### config.mk
export PLATFORM = sky130hd
export DESIGN_NAME = state_variable_filter_core
export DESIGN_NICKNAME = d
export VERILOG_FILES = /design/src/design/svf_pkg.sv /design/src/design/state_variable_filter_core.sv /design/src/design/svf_regs.sv /design/src/design/svf_ctrl.sv /design/src/design/svf_datapath.sv
export SDC_FILE = /design/constraint.sdc
export NUM_CORES = 2
export LEC_CHECK = 0
export ABC_AREA = 0
export BUFFER_PORTS_ARGS = -buffer_cell sky130_fd_sc_hd__buf_2
export CORE_ASPECT_RATIO = 1.25
export CORE_MARGIN = 4
export CORE_UTILIZATION = 30
export CTS_BUF_LIST = sky130_fd_sc_hd__clkbuf_16
export CTS_CLUSTER_DIAMETER = 60
export DETAILED_ROUTE_END_ITERATION = 10
export GPL_TIMING_DRIVEN = 0
export SLEW_MARGIN = 20
export SYNTH_ARGS = -nofsm -noshare
export SYNTH_HDL_FRONTEND = slang
export SYNTH_SLANG_ARGS = --single-unit
### constraint.sdc
create_clock -name clock -period 8.7 [get_ports clock]
set_input_delay 2.175 -clock clock [delete_from_list [all_inputs] [get_ports clock]]
set_output_delay 2.175 -clock clock [all_outputs]
set_load 0.005 [all_outputs]
### src/design/svf_pkg.sv
// Shared types, widths and helper functions for the state variable filter.
`timescale 1ns / 1ps
package svf_pkg;

   localparam int SAMPLE_W  = 24;
   localparam int COEF_W    = 24;
   localparam int COEF_FRAC = 22;
   localparam int INT_W     = 32;
   localparam int WIDE_W    = 38;               // v1, v2, v3, k*v1
   localparam int OPA_W     = COEF_W + 1;       // coefficient with a zero sign bit
   localparam int PROD_W    = OPA_W + WIDE_W;
   localparam int ACC_W     = 64;
   localparam int SUM_W     = WIDE_W + 3;       // integrator update and response sums
   localparam int MODE_W    = 3;
   localparam int CSR_IDX_W = 3;

   typedef enum logic [CSR_IDX_W-1:0] {
      REG_MODE    = 3'd0,
      REG_COEF_A1 = 3'd1,
      REG_COEF_A2 = 3'd2,
      REG_COEF_A3 = 3'd3,
      REG_DAMPING = 3'd4
   } reg_index_type;

   typedef enum logic [MODE_W-1:0] {
      MODE_LOWPASS  = 3'd0,
      MODE_BANDPASS = 3'd1,
      MODE_HIGHPASS = 3'd2,
      MODE_NOTCH    = 3'd3,
      MODE_PEAK     = 3'd4
   } mode_type;

   localparam logic [MODE_W-1:0] MODE_RESET    = MODE_W'(MODE_LOWPASS);
   localparam logic [COEF_W-1:0] COEF_A1_RESET = COEF_W'(1) << COEF_FRAC;
   localparam logic [COEF_W-1:0] COEF_A2_RESET = '0;
   localparam logic [COEF_W-1:0] COEF_A3_RESET = '0;
   localparam logic [COEF_W-1:0] DAMPING_RESET = COEF_W'(1) << COEF_FRAC;

   typedef struct packed {
      logic [MODE_W-1:0] mode;
      logic [COEF_W-1:0] coef_a1;
      logic [COEF_W-1:0] coef_a2;
      logic [COEF_W-1:0] coef_a3;
      logic [COEF_W-1:0] damping;
   } cfg_type;

   typedef enum logic [3:0] {
      ST_IDLE,
      ST_PROD_A1,
      ST_PROD_A2V3,
      ST_PROD_A2IC1,
      ST_PROD_A3V3,
      ST_PROD_KV1,
      ST_UPDATE,
      ST_EMIT
   } state_type;

   typedef enum logic [2:0] {
      MUL_A1_IC1,
      MUL_A2_V3,
      MUL_A2_IC1,
      MUL_A3_V3,
      MUL_K_V1
   } mul_sel_type;

   typedef enum logic [1:0] {
      ACC_HOLD,
      ACC_LOAD,
      ACC_ADD
   } acc_op_type;

   typedef struct packed {
      logic        load_x;
      mul_sel_type mul_sel;
      acc_op_type  acc_op;
      logic        cap_v1;
      logic        upd_int;
      logic        load_out;
   } cmd_type;

   typedef struct packed {
      logic out_free;
   } status_type;

   // Clamp a wide sum to the integrator range.
   function automatic logic [INT_W-1:0] sat_int(input logic [SUM_W-1:0] v);
      logic [SUM_W-INT_W:0] top;
      top = v[SUM_W-1:INT_W-1];
      if ((&top) || !(|top)) begin
         sat_int = v[INT_W-1:0];
      end else if (v[SUM_W-1]) begin
         sat_int = {1'b1, {(INT_W-1){1'b0}}};
      end else begin
         sat_int = {1'b0, {(INT_W-1){1'b1}}};
      end
   endfunction

   // Clamp a wide sum to the sample range.
   function automatic logic [SAMPLE_W-1:0] sat_sample(input logic [SUM_W-1:0] v);
      logic [SUM_W-SAMPLE_W:0] top;
      top = v[SUM_W-1:SAMPLE_W-1];
      if ((&top) || !(|top)) begin
         sat_sample = v[SAMPLE_W-1:0];
      end else if (v[SUM_W-1]) begin
         sat_sample = {1'b1, {(SAMPLE_W-1){1'b0}}};
      end else begin
         sat_sample = {1'b0, {(SAMPLE_W-1){1'b1}}};
      end
   endfunction

endpackage

### src/design/state_variable_filter_core.sv
// Top level of the trapezoidal state variable filter.
`timescale 1ns / 1ps
// Trapezoidal state variable filter for signed 24-bit samples. One sample holds the
// sequencer from its acceptance until its result is loaded into the output
// register. One 25 x 38 bit multiplier is shared by the five coefficient
// products (a1*ic1, a2*v3, a2*ic1, a3*v3, k*v1). Each product is registered and
// summed in one accumulator, so the sequencer visits one state per product plus
// acceptance, integrator update and output load. The result sits in an output
// register. The next sample is taken while it waits, and the sequencer holds only
// if a new result is ready before the old one has gone. Write the mode and
// coefficient registers while no sample is in flight. A write to an index past the
// damping register is dropped.
module state_variable_filter_core (
   input  logic                          clock,
   input  logic                          reset,
   input  logic                          req_valid,
   output logic                          req_ready,
   input  logic [svf_pkg::SAMPLE_W-1:0]  req_sample_in,
   output logic                          rsp_valid,
   input  logic                          rsp_ready,
   output logic [svf_pkg::SAMPLE_W-1:0]  rsp_sample_out,
   input  logic                          csr_valid,
   output logic                          csr_ready,
   input  logic [svf_pkg::CSR_IDX_W-1:0] csr_index,
   input  logic [svf_pkg::COEF_W-1:0]    csr_data
);
   import svf_pkg::*;

   cfg_type    cfg;
   cmd_type    cmd;
   status_type status;

   svf_regs u_regs (
      .clock     (clock),
      .reset     (reset),
      .csr_valid (csr_valid),
      .csr_ready (csr_ready),
      .csr_index (csr_index),
      .csr_data  (csr_data),
      .cfg       (cfg)
   );

   svf_ctrl u_ctrl (
      .clock     (clock),
      .reset     (reset),
      .req_valid (req_valid),
      .req_ready (req_ready),
      .status    (status),
      .cmd       (cmd)
   );

   svf_datapath u_datapath (
      .clock          (clock),
      .reset          (reset),
      .cfg            (cfg),
      .cmd            (cmd),
      .status         (status),
      .req_sample_in  (req_sample_in),
      .rsp_valid      (rsp_valid),
      .rsp_ready      (rsp_ready),
      .rsp_sample_out (rsp_sample_out)
   );

endmodule

### src/design/svf_regs.sv
// Configuration register bank: mode, coefficients and damping.
`timescale 1ns / 1ps
module svf_regs (
   input  logic                           clock,
   input  logic                           reset,
   input  logic                           csr_valid,
   output logic                           csr_ready,
   input  logic [svf_pkg::CSR_IDX_W-1:0]  csr_index,
   input  logic [svf_pkg::COEF_W-1:0]     csr_data,
   output svf_pkg::cfg_type               cfg
);
   import svf_pkg::*;

   cfg_type cfg_ff, cfg_in;

   assign csr_ready = 1'b1;
   assign cfg       = cfg_ff;

   always_comb begin
      cfg_in = cfg_ff;
      if (csr_valid) begin
         // indexes past the last register drop the beat
         unique case (reg_index_type'(csr_index))
            REG_MODE:    cfg_in.mode    = csr_data[MODE_W-1:0];
            REG_COEF_A1: cfg_in.coef_a1 = csr_data;
            REG_COEF_A2: cfg_in.coef_a2 = csr_data;
            REG_COEF_A3: cfg_in.coef_a3 = csr_data;
            REG_DAMPING: cfg_in.damping = csr_data;
            default:     cfg_in = cfg_ff;
         endcase
      end
   end

   always_ff @(posedge clock) begin
      if (reset) begin
         cfg_ff.mode    <= MODE_RESET;
         cfg_ff.coef_a1 <= COEF_A1_RESET;
         cfg_ff.coef_a2 <= COEF_A2_RESET;
         cfg_ff.coef_a3 <= COEF_A3_RESET;
         cfg_ff.damping <= DAMPING_RESET;
      end else begin
         cfg_ff <= cfg_in;
      end
   end

endmodule

### src/design/svf_ctrl.sv
// Sequencer that steps one sample through the shared multiplier.
`timescale 1ns / 1ps
module svf_ctrl (
   input  logic                 clock,
   input  logic                 reset,
   input  logic                 req_valid,
   output logic                 req_ready,
   input  svf_pkg::status_type  status,
   output svf_pkg::cmd_type     cmd
);
   import svf_pkg::*;

   state_type state_ff, state_in;

   always_ff @(posedge clock) begin
      if (reset) begin
         state_ff <= ST_IDLE;
      end else begin
         state_ff <= state_in;
      end
   end

   always_comb begin
      state_in     = state_ff;
      req_ready    = 1'b0;
      cmd.load_x   = 1'b0;
      cmd.mul_sel  = MUL_A1_IC1;
      cmd.acc_op   = ACC_HOLD;
      cmd.cap_v1   = 1'b0;
      cmd.upd_int  = 1'b0;
      cmd.load_out = 1'b0;
      unique case (state_ff)
         ST_IDLE: begin
            req_ready = 1'b1;
            if (req_valid) begin
               cmd.load_x = 1'b1;
               state_in   = ST_PROD_A1;
            end
         end
         ST_PROD_A1: begin
            cmd.mul_sel = MUL_A1_IC1;
            state_in    = ST_PROD_A2V3;
         end
         ST_PROD_A2V3: begin
            cmd.mul_sel = MUL_A2_V3;
            cmd.acc_op  = ACC_LOAD;
            state_in    = ST_PROD_A2IC1;
         end
         ST_PROD_A2IC1: begin
            cmd.mul_sel = MUL_A2_IC1;
            cmd.acc_op  = ACC_ADD;
            state_in    = ST_PROD_A3V3;
         end
         ST_PROD_A3V3: begin
            // accumulator now holds the v1 sum
            cmd.mul_sel = MUL_A3_V3;
            cmd.cap_v1  = 1'b1;
            cmd.acc_op  = ACC_LOAD;
            state_in    = ST_PROD_KV1;
         end
         ST_PROD_KV1: begin
            cmd.mul_sel = MUL_K_V1;
            cmd.acc_op  = ACC_ADD;
            state_in    = ST_UPDATE;
         end
         ST_UPDATE: begin
            cmd.upd_int = 1'b1;
            cmd.acc_op  = ACC_LOAD;
            state_in    = ST_EMIT;
         end
         ST_EMIT: begin
            // hold until the output register can take the beat
            if (status.out_free) begin
               cmd.load_out = 1'b1;
               state_in     = ST_IDLE;
            end
         end
         default: state_in = ST_IDLE;
      endcase
   end

endmodule

### src/design/svf_datapath.sv
// Datapath: shared multiplier, accumulator, integrators and output register.
`timescale 1ns / 1ps
module svf_datapath (
   input  logic                          clock,
   input  logic                          reset,
   input  svf_pkg::cfg_type              cfg,
   input  svf_pkg::cmd_type              cmd,
   output svf_pkg::status_type           status,
   input  logic [svf_pkg::SAMPLE_W-1:0]  req_sample_in,
   output logic                          rsp_valid,
   input  logic                          rsp_ready,
   output logic [svf_pkg::SAMPLE_W-1:0]  rsp_sample_out
);
   import svf_pkg::*;

   localparam logic signed [ACC_W-1:0] ROUND_HALF = ACC_W'(1) << (COEF_FRAC - 1);

   logic        [SAMPLE_W-1:0] x_ff, x_in;
   logic        [WIDE_W-1:0]   v3_ff, v3_in;
   logic        [WIDE_W-1:0]   v1_ff, v1_in;
   logic        [WIDE_W-1:0]   v2_ff, v2_in;
   logic        [INT_W-1:0]    ic1_ff, ic1_in;
   logic        [INT_W-1:0]    ic2_ff, ic2_in;
   logic signed [PROD_W-1:0]   prod_ff, prod_in;
   logic signed [ACC_W-1:0]    acc_ff, acc_in;
   logic        [SAMPLE_W-1:0] out_ff, out_in;
   logic                       rsp_valid_ff, rsp_valid_in;

   logic        [COEF_W-1:0]   coef_sel;
   logic signed [OPA_W-1:0]    opa;
   logic signed [WIDE_W-1:0]   opb;
   logic signed [ACC_W-1:0]    prod_ext;
   logic signed [ACC_W-1:0]    rnd_full;
   logic        [WIDE_W-1:0]   rnd;
   logic        [WIDE_W-1:0]   ic1_w, ic2_w, x_w;
   logic        [SUM_W-1:0]    ic1_s, ic2_s, x_s, v1_s, v2_s, v2n_s, kv1_s;
   logic        [SUM_W-1:0]    upd1, upd2, y_s;

   assign ic1_w = {{(WIDE_W-INT_W){ic1_ff[INT_W-1]}}, ic1_ff};
   assign ic2_w = {{(WIDE_W-INT_W){ic2_ff[INT_W-1]}}, ic2_ff};
   assign x_w   = {{(WIDE_W-SAMPLE_W){req_sample_in[SAMPLE_W-1]}}, req_sample_in};

   // operand selection for the shared multiplier
   always_comb begin
      unique case (cmd.mul_sel)
         MUL_A1_IC1: begin coef_sel = cfg.coef_a1; opb = ic1_w; end
         MUL_A2_V3:  begin coef_sel = cfg.coef_a2; opb = v3_ff; end
         MUL_A2_IC1: begin coef_sel = cfg.coef_a2; opb = ic1_w; end
         MUL_A3_V3:  begin coef_sel = cfg.coef_a3; opb = v3_ff; end
         MUL_K_V1:   begin coef_sel = cfg.damping; opb = v1_ff; end
         default:    begin coef_sel = cfg.coef_a1; opb = ic1_w; end
      endcase
   end

   assign opa      = {1'b0, coef_sel};
   assign prod_in  = opa * opb;
   assign prod_ext = {{(ACC_W-PROD_W){prod_ff[PROD_W-1]}}, prod_ff};

   always_comb begin
      unique case (cmd.acc_op)
         ACC_HOLD: acc_in = acc_ff;
         ACC_LOAD: acc_in = prod_ext;
         ACC_ADD:  acc_in = acc_ff + prod_ext;
         default:  acc_in = acc_ff;
      endcase
   end

   // round to nearest, ties upward, back to the sample scale
   assign rnd_full = (acc_ff + ROUND_HALF) >>> COEF_FRAC;
   assign rnd      = rnd_full[WIDE_W-1:0];

   assign ic1_s = {{(SUM_W-INT_W){ic1_ff[INT_W-1]}}, ic1_ff};
   assign ic2_s = {{(SUM_W-INT_W){ic2_ff[INT_W-1]}}, ic2_ff};
   assign x_s   = {{(SUM_W-SAMPLE_W){x_ff[SAMPLE_W-1]}}, x_ff};
   assign v1_s  = {{(SUM_W-WIDE_W){v1_ff[WIDE_W-1]}}, v1_ff};
   assign v2_s  = {{(SUM_W-WIDE_W){v2_ff[WIDE_W-1]}}, v2_ff};
   assign kv1_s = {{(SUM_W-WIDE_W){rnd[WIDE_W-1]}}, rnd};

   assign v2n_s = ic2_s + {{(SUM_W-WIDE_W){rnd[WIDE_W-1]}}, rnd};
   assign upd1  = (v1_s << 1) - ic1_s;
   assign upd2  = (v2n_s << 1) - ic2_s;

   always_comb begin
      x_in   = x_ff;
      v3_in  = v3_ff;
      v1_in  = v1_ff;
      v2_in  = v2_ff;
      ic1_in = ic1_ff;
      ic2_in = ic2_ff;
      if (cmd.load_x) begin
         x_in  = req_sample_in;
         v3_in = x_w - ic2_w;
      end
      if (cmd.cap_v1) begin
         v1_in = rnd;
      end
      if (cmd.upd_int) begin
         v2_in  = v2n_s[WIDE_W-1:0];
         ic1_in = sat_int(upd1);
         ic2_in = sat_int(upd2);
      end
   end

   // response selection; accumulator holds k*v1 here
   always_comb begin
      unique case (cfg.mode)
         MODE_LOWPASS:  y_s = v2_s;
         MODE_BANDPASS: y_s = v1_s;
         MODE_HIGHPASS: y_s = x_s - kv1_s - v2_s;
         MODE_NOTCH:    y_s = x_s - kv1_s;
         MODE_PEAK:     y_s = x_s - kv1_s - (v2_s << 1);
         default:       y_s = '0;
      endcase
   end

   assign out_in       = cmd.load_out ? sat_sample(y_s) : out_ff;
   assign rsp_valid_in = cmd.load_out | (rsp_valid_ff & ~rsp_ready);

   assign status.out_free = ~rsp_valid_ff | rsp_ready;
   assign rsp_valid       = rsp_valid_ff;
   assign rsp_sample_out  = out_ff;

   always_ff @(posedge clock) begin
      if (reset) begin
         ic1_ff       <= '0;
         ic2_ff       <= '0;
         rsp_valid_ff <= 1'b0;
      end else begin
         ic1_ff       <= ic1_in;
         ic2_ff       <= ic2_in;
         rsp_valid_ff <= rsp_valid_in;
      end
   end

   always_ff @(posedge clock) begin
      x_ff    <= x_in;
      v3_ff   <= v3_in;
      v1_ff   <= v1_in;
      v2_ff   <= v2_in;
      prod_ff <= prod_in;
      acc_ff  <= acc_in;
      out_ff  <= out_in;
   end

endmodule
# Word-level counts from Yosys, hierarchy flattened
# Cells that the tools add are included.
# totals
reg_bits	457
in_bits	56
word_cells	102
output_inout_bits	27
# op_classes
reduce_logical	26
eq_ne	23
n_bitwise	5
add_sub_neg	9
muxes	22
multipliers	1
# ops
cell	n
$pmux W41 S5	1
$mux W32	4
$pmux W64 S2	1
$sub A41 B41 Y41	2
$pmux W38 S2	1
$pmux W24 S3	1
$add A64 B63 Y64	1
$mul A25 B38 Y63	1
$add A60 B23 Y60 const B	1
$mux W24	2
$sub A40 B32 Y41	1
$sub A39 B32 Y40	1
$add A32 B38 Y39	1
$sub A24 B38 Y39	1
$sub A24 B32 Y33	1
$pmux W4 S8	1
$reduce_and A10 Y1	2
$reduce_or A10 Y1	2
$eq A3 B2 Y1 const B	6
$reduce_and A18 Y1	1
$reduce_or A18 Y1	1
$eq A4 B3 Y1 const B	4
$pmux W3 S4	1
$reduce_and A2 Y1	6
20 further kinds	42

# Depth between registers and ports, before layout
# depth
word_depth	8
ltp_mapped	43
depth_no_buf	38

# Hierarchy
# A second synthesis with hierarchy kept.
# hier_totals
cells_unflattened	7460
area_unflattened_um2	66085.9
# modules_own_cells
module	instances	cells_each	seq_area_each_um2	area_per_inst_um2
svf_datapath	1	7068	9018.6	61836.8
svf_regs	1	357	1981.9	3962.6
svf_ctrl	1	35	60.1	286.5

# Least setup slack after synthesis
# No wires, ideal clock.
# synth_path
path_kind	register to register
startpoint	register u_ctrl.state_ff[0]
endpoint	register u_datapath.prod_ff[59]
synth_period_minus_slack_ns	9.243
path_buffers	3
path_stages_with_launch	39
arrival_ns	9.171
setup_time_ns	0.072
slack_ns	-0.543
required_time_ns	8.628
cell_sequence	dfxtp_1 -> inv_1 -> ha_1 -> nand2_1 -> nor2_1 -> a21oi_1 -> a21oi_1 -> clkbuf_1 -> nor3_1 -> a221o_1 -> clkbuf_1 -> clkbuf_1 -> nand2_1 -> fa_1 -> inv_1 -> fa_1 -> inv_1 -> fa_1 -> (+3 left out) -> fa_1 -> inv_1 -> fa_1 -> inv_1 -> ha_1 -> a21o_1 -> o21a_1 -> a311oi_1 -> o21ai_0 -> o21ba_2 -> o2111ai_1 -> a31oi_1 -> o21ai_0 -> nand4_1 -> a31oi_1 -> a221o_1 -> a21oi_1 -> xnor2_1
# synth_between
elab_chain_cells	6
elab_cells_between_ends	14
classes_between	mul: 1; eq/ne: 8; mux: 3; reduce/logical: 2
# synth_lines
element	line_no	text
from (decl)	svf_ctrl.sv:13	state_type state_ff, state_in;
from (signal assigned)	svf_ctrl.sv:19	state_ff <= state_in;
$eq A4 B3 Y1 / $eq A4 B2 Y1 (equally long branches)	svf_ctrl.sv:32	unique case (state_ff)
$pmux W3 S4 (*)	svf_ctrl.sv:32	
$eq A3 B2 Y1 / $eq A3 B1 Y1 (equally long branches)	svf_datapath.sv:45	unique case (cmd.mul_sel)
$reduce_or A2 Y1 (no line)	--	
$pmux W24 S3 / $pmux W38 S2 (equally long branches)	svf_datapath.sv:45	
$mul A25 B38 Y63 (*)	svf_datapath.sv:56	assign prod_in = opa * opb;
net u_datapath.prod_in[59]	svf_datapath.sv:24	logic signed [PROD_W-1:0] prod_ff, prod_in;
to (signal assigned)	svf_datapath.sv:140	prod_ff <= prod_in;
to (decl)	svf_datapath.sv:24	
# Mark *: on every way through the listed nets, which the timed path passes. The rest lies on a longest branch.
# A chain may end at the register's enable or synchronous reset.

# Worst setup path in the final report
# layout_path
startpoint	register u_ctrl.state_ff[1]
endpoint	register u_datapath.prod_ff[58]
# The elaborated chain is that of the path after synthesis.

==> reports/metrics.cfg <==
[synthesis]
synth_fp_nets = 9107
ys_ff_latch = 444
post_synth_most_frequent_cells = 1241 x inv_1, 900 x fa_1, 821 x nor2_1, 817 x nand2_1, 501 x a21oi_1
synth.area.top_cells = fa_1 27%, edfxtp_1 9.9%, ha_1 9.3%
yosys_warnings = 0
synth-async-reset-ratio_pct = 0
synth_cells = 7663
synth_top_area_cell = fa_1
syn_avg_cell_area_sq_um = 8.57
yosysUniqueCellTypes = 105
synth-main-ff-cell = dfxtp_1
syn_area_sq_um = 65700
synth_edf_count = 217
synth_top_area_share_pct = 27.4
ys_seq_area_share_pct = 16.8
synth_most_common_cell = inv_1

[place]
postPlaceCellArea_sq_um = 70300
dp_hpwl_um = 221000
gp_congestion = 1.05
pre_cts_slack_ns = -4.24
place_inst = 10700
io_buffer_count = 81

[status]
violations = setup timing
status = complete, but fails checks

[detailed_routing]
ant_nets = 0
vias_per_cell = 5.30
routed_wl_um = 268000
num_vias = 58200
dr.pass1.iters = 6
wl_per_cell_um = 24.4
drt_iter0_markers = 4686
drc = 0

[die]
die_y_um = 531
pin_count = 83
die-area_sq_um = 227000
die_x_um = 427
start_util_pct = 30.2
core-area_sq_um = 217000
row_count = 191

[setup_path]
regToRegSetupSlack_ns = -0.96
cp.arrival_ns = 10.26
crit_fanout = 10
cp-start-kind = flop
reg2reg_to = u_datapath.prod_ff[58]
crit_type = reg -> reg
required_ns = 9.29
endpoint_kind = flop
ff2ff_path_depth = 35
critPathSlowestCell = a222oi_1
worstReg2RegStart = u_ctrl.state_ff[1]
crit_path_frequent_cell = fa_2
cpPeakStageDelay_ns = 0.71

[finish]
fin_area_sq_um = 77700
seq_area_sq_um = 11100
nFillCells = 22000
final_core_util_pct = 35.8
multiInputGateArea_sq_um = 51200
stdcell_count = 11000
num-nets-final = 9467
syn_to_final_growth_pct = 18.3
drive_above_1_share_pct = 13.2

[sta]
finalHoldViolCount = 0
rsz0062_at_grt = yes
fin_crit_sh_pct = 111
setup_viol_count_final = 22
maxSlewHeadroom_pct = 17.7
fin_hold_ws_ns = 0.458
fin_crit_ns = 9.66
tns_ns = -12.39
slew_violations = 0
layout_setup_ws_ns = -0.963
worst_slew_pin_slew_ns = 1.23
fmax_mhz = 103
skew_ns = 0.0542

[min_path]
hold_class = reg -> reg
holdPathEnd = u_regs.cfg[63]
min_path_cells = 2
min_from = u_regs.cfg[63]

[pwr]
cellLeakagePower_nw = 34.3
ir_drop_mv = 0.269
p_per_area_nw_per_um2 = 392
power_mw = 30.5

[clock_tree]
clk_pin_slew_ns = 0.06
htreeDepth = 3
clockBufferDepth = 3
clock_latency_ns = 0.70
cts_hold_buf = 0
tritoncts = yes
cts_buffers = 66
clock-sinks = 444
cts-root-buf = clkbuf_16

[global_route]
grt.total_usage_pct = 23.4
first_global_vias = 60600
globalRouteOverflowTotal = 0
grt_pass1_wl_um = 392000
antenna_found_initial = 32
grt_max_degree = 55

[run]
drv_cap = 0

[cell usage in the layout, fill, tap and decap left out, types with 82 or more instances in the layout]
cell       instances
inv_1           1220
clkbuf_16         90
ha_1             464
xor2_1           110
fa_1             867
nand2_1          805
clkbuf_1         135
a21o_1           171
xnor2_1          216
dfxtp_1          224
buf_2             91
o21ai_0          214
buf_4            172
edfxtp_1         217
nor2_1           784
a21oi_1          479
o21a_1            82
[final cells by class]
| class | count | area share (%) |
|---|---|---|
| inverters | 1243 | 6.03 |
| clock buffers | 66 | 2.13 |
| multi-input cells | 5659 | 65.9 |
| plain buffers | 301 | 3.03 |
| clock inverters | 56 | 0.678 |
| repair buffers | 308 | 3.26 |
| well taps | 2895 | 4.66 |
| flip-flops and latches | 444 | 14.2 |
| diodes | 12 | 0.0386 |
[routing by layer]
layer	vias up	track usage [%]	routed length, um
met5	-	0	264
met4	14	17.7	25200
met3	916	4.35	18600
met2	2430	39.5	126000
met1	28800	26.2	97500
li1	26000	-	-
[worst max-delay path, delay by kind of cell (launching register included)]
kind                       cells  cell delay [ns]
adders and majority gates      9             4.12
DFF                            1             0.35
AOI/OAI and AO/OA             12             2.68
buffers and inverters          9             1.08
and+or+nand+nor                4             1.01
xor gates and xnor gates       1             0.27
[sequential cells by signal, indices dropped and copies added (netlist names)]
signal / count
u_datapath.x_ff: 24
u_datapath.acc_ff: 60
u_datapath.v3_ff: 33
u_regs.cfg: 99
u_datapath.v2_ff: 38
u_datapath.rsp_valid: 1
u_datapath.v1_ff: 38
u_datapath.rsp_sample_out: 24
u_ctrl.state_ff: 3
u_datapath.ic1_ff: 32
u_datapath.prod_ff: 60
u_datapath.ic2_ff: 32
[repair_timing]
action | 4_1_cts | 5_1_grt
endpoints found under the setup margin | 101 | 86
cloned | 2 | 1
gates resized for setup | 696 | 184
pin swaps | 155 | 125
setup buffers | 155 | 47
[cells by family after synthesis]
family	after synthesis	synth area share (%)
adder cells (fa/ha/maj)	1388	36.7
AND/OR/NAND/NOR	2179	14.4
flip-flops	444	16.8
AO/OA/AOI/OAI	1627	16.4
buffers and inverters	1560	9.03
XOR/XNOR	365	4.87
other	1	0.00571
multiplexers	99	1.73
[how the worst max path moves through the flow]
stage	start	endpoint	slack, ns	cells after the start
finish	u_ctrl.state_ff[1]	u_datapath.prod_ff[58]	-0.96	35
detailed placement	u_ctrl.state_ff[0]	u_datapath.prod_ff[56]	-4.24	38
CTS	u_ctrl.state_ff[0]	u_datapath.prod_ff[58]	-0.84	40
floorplan	u_ctrl.state_ff[0]	u_datapath.prod_ff[59]	-0.05	40
global route	u_ctrl.state_ff[1]	u_datapath.prod_ff[59]	-1.08	38
global placement	u_ctrl.state_ff[1]	u_datapath.prod_ff[56]	-4.99	35
[power by group]
group	total [mW]	switching [mW]	internal, mW
registers	3.24	0.466	2.77
logic	24.5	15.2	9.30
clock network	2.71	1.19	1.52
total	30.5	16.9	13.6
Note: power is estimated with default switching activity, not from simulation.
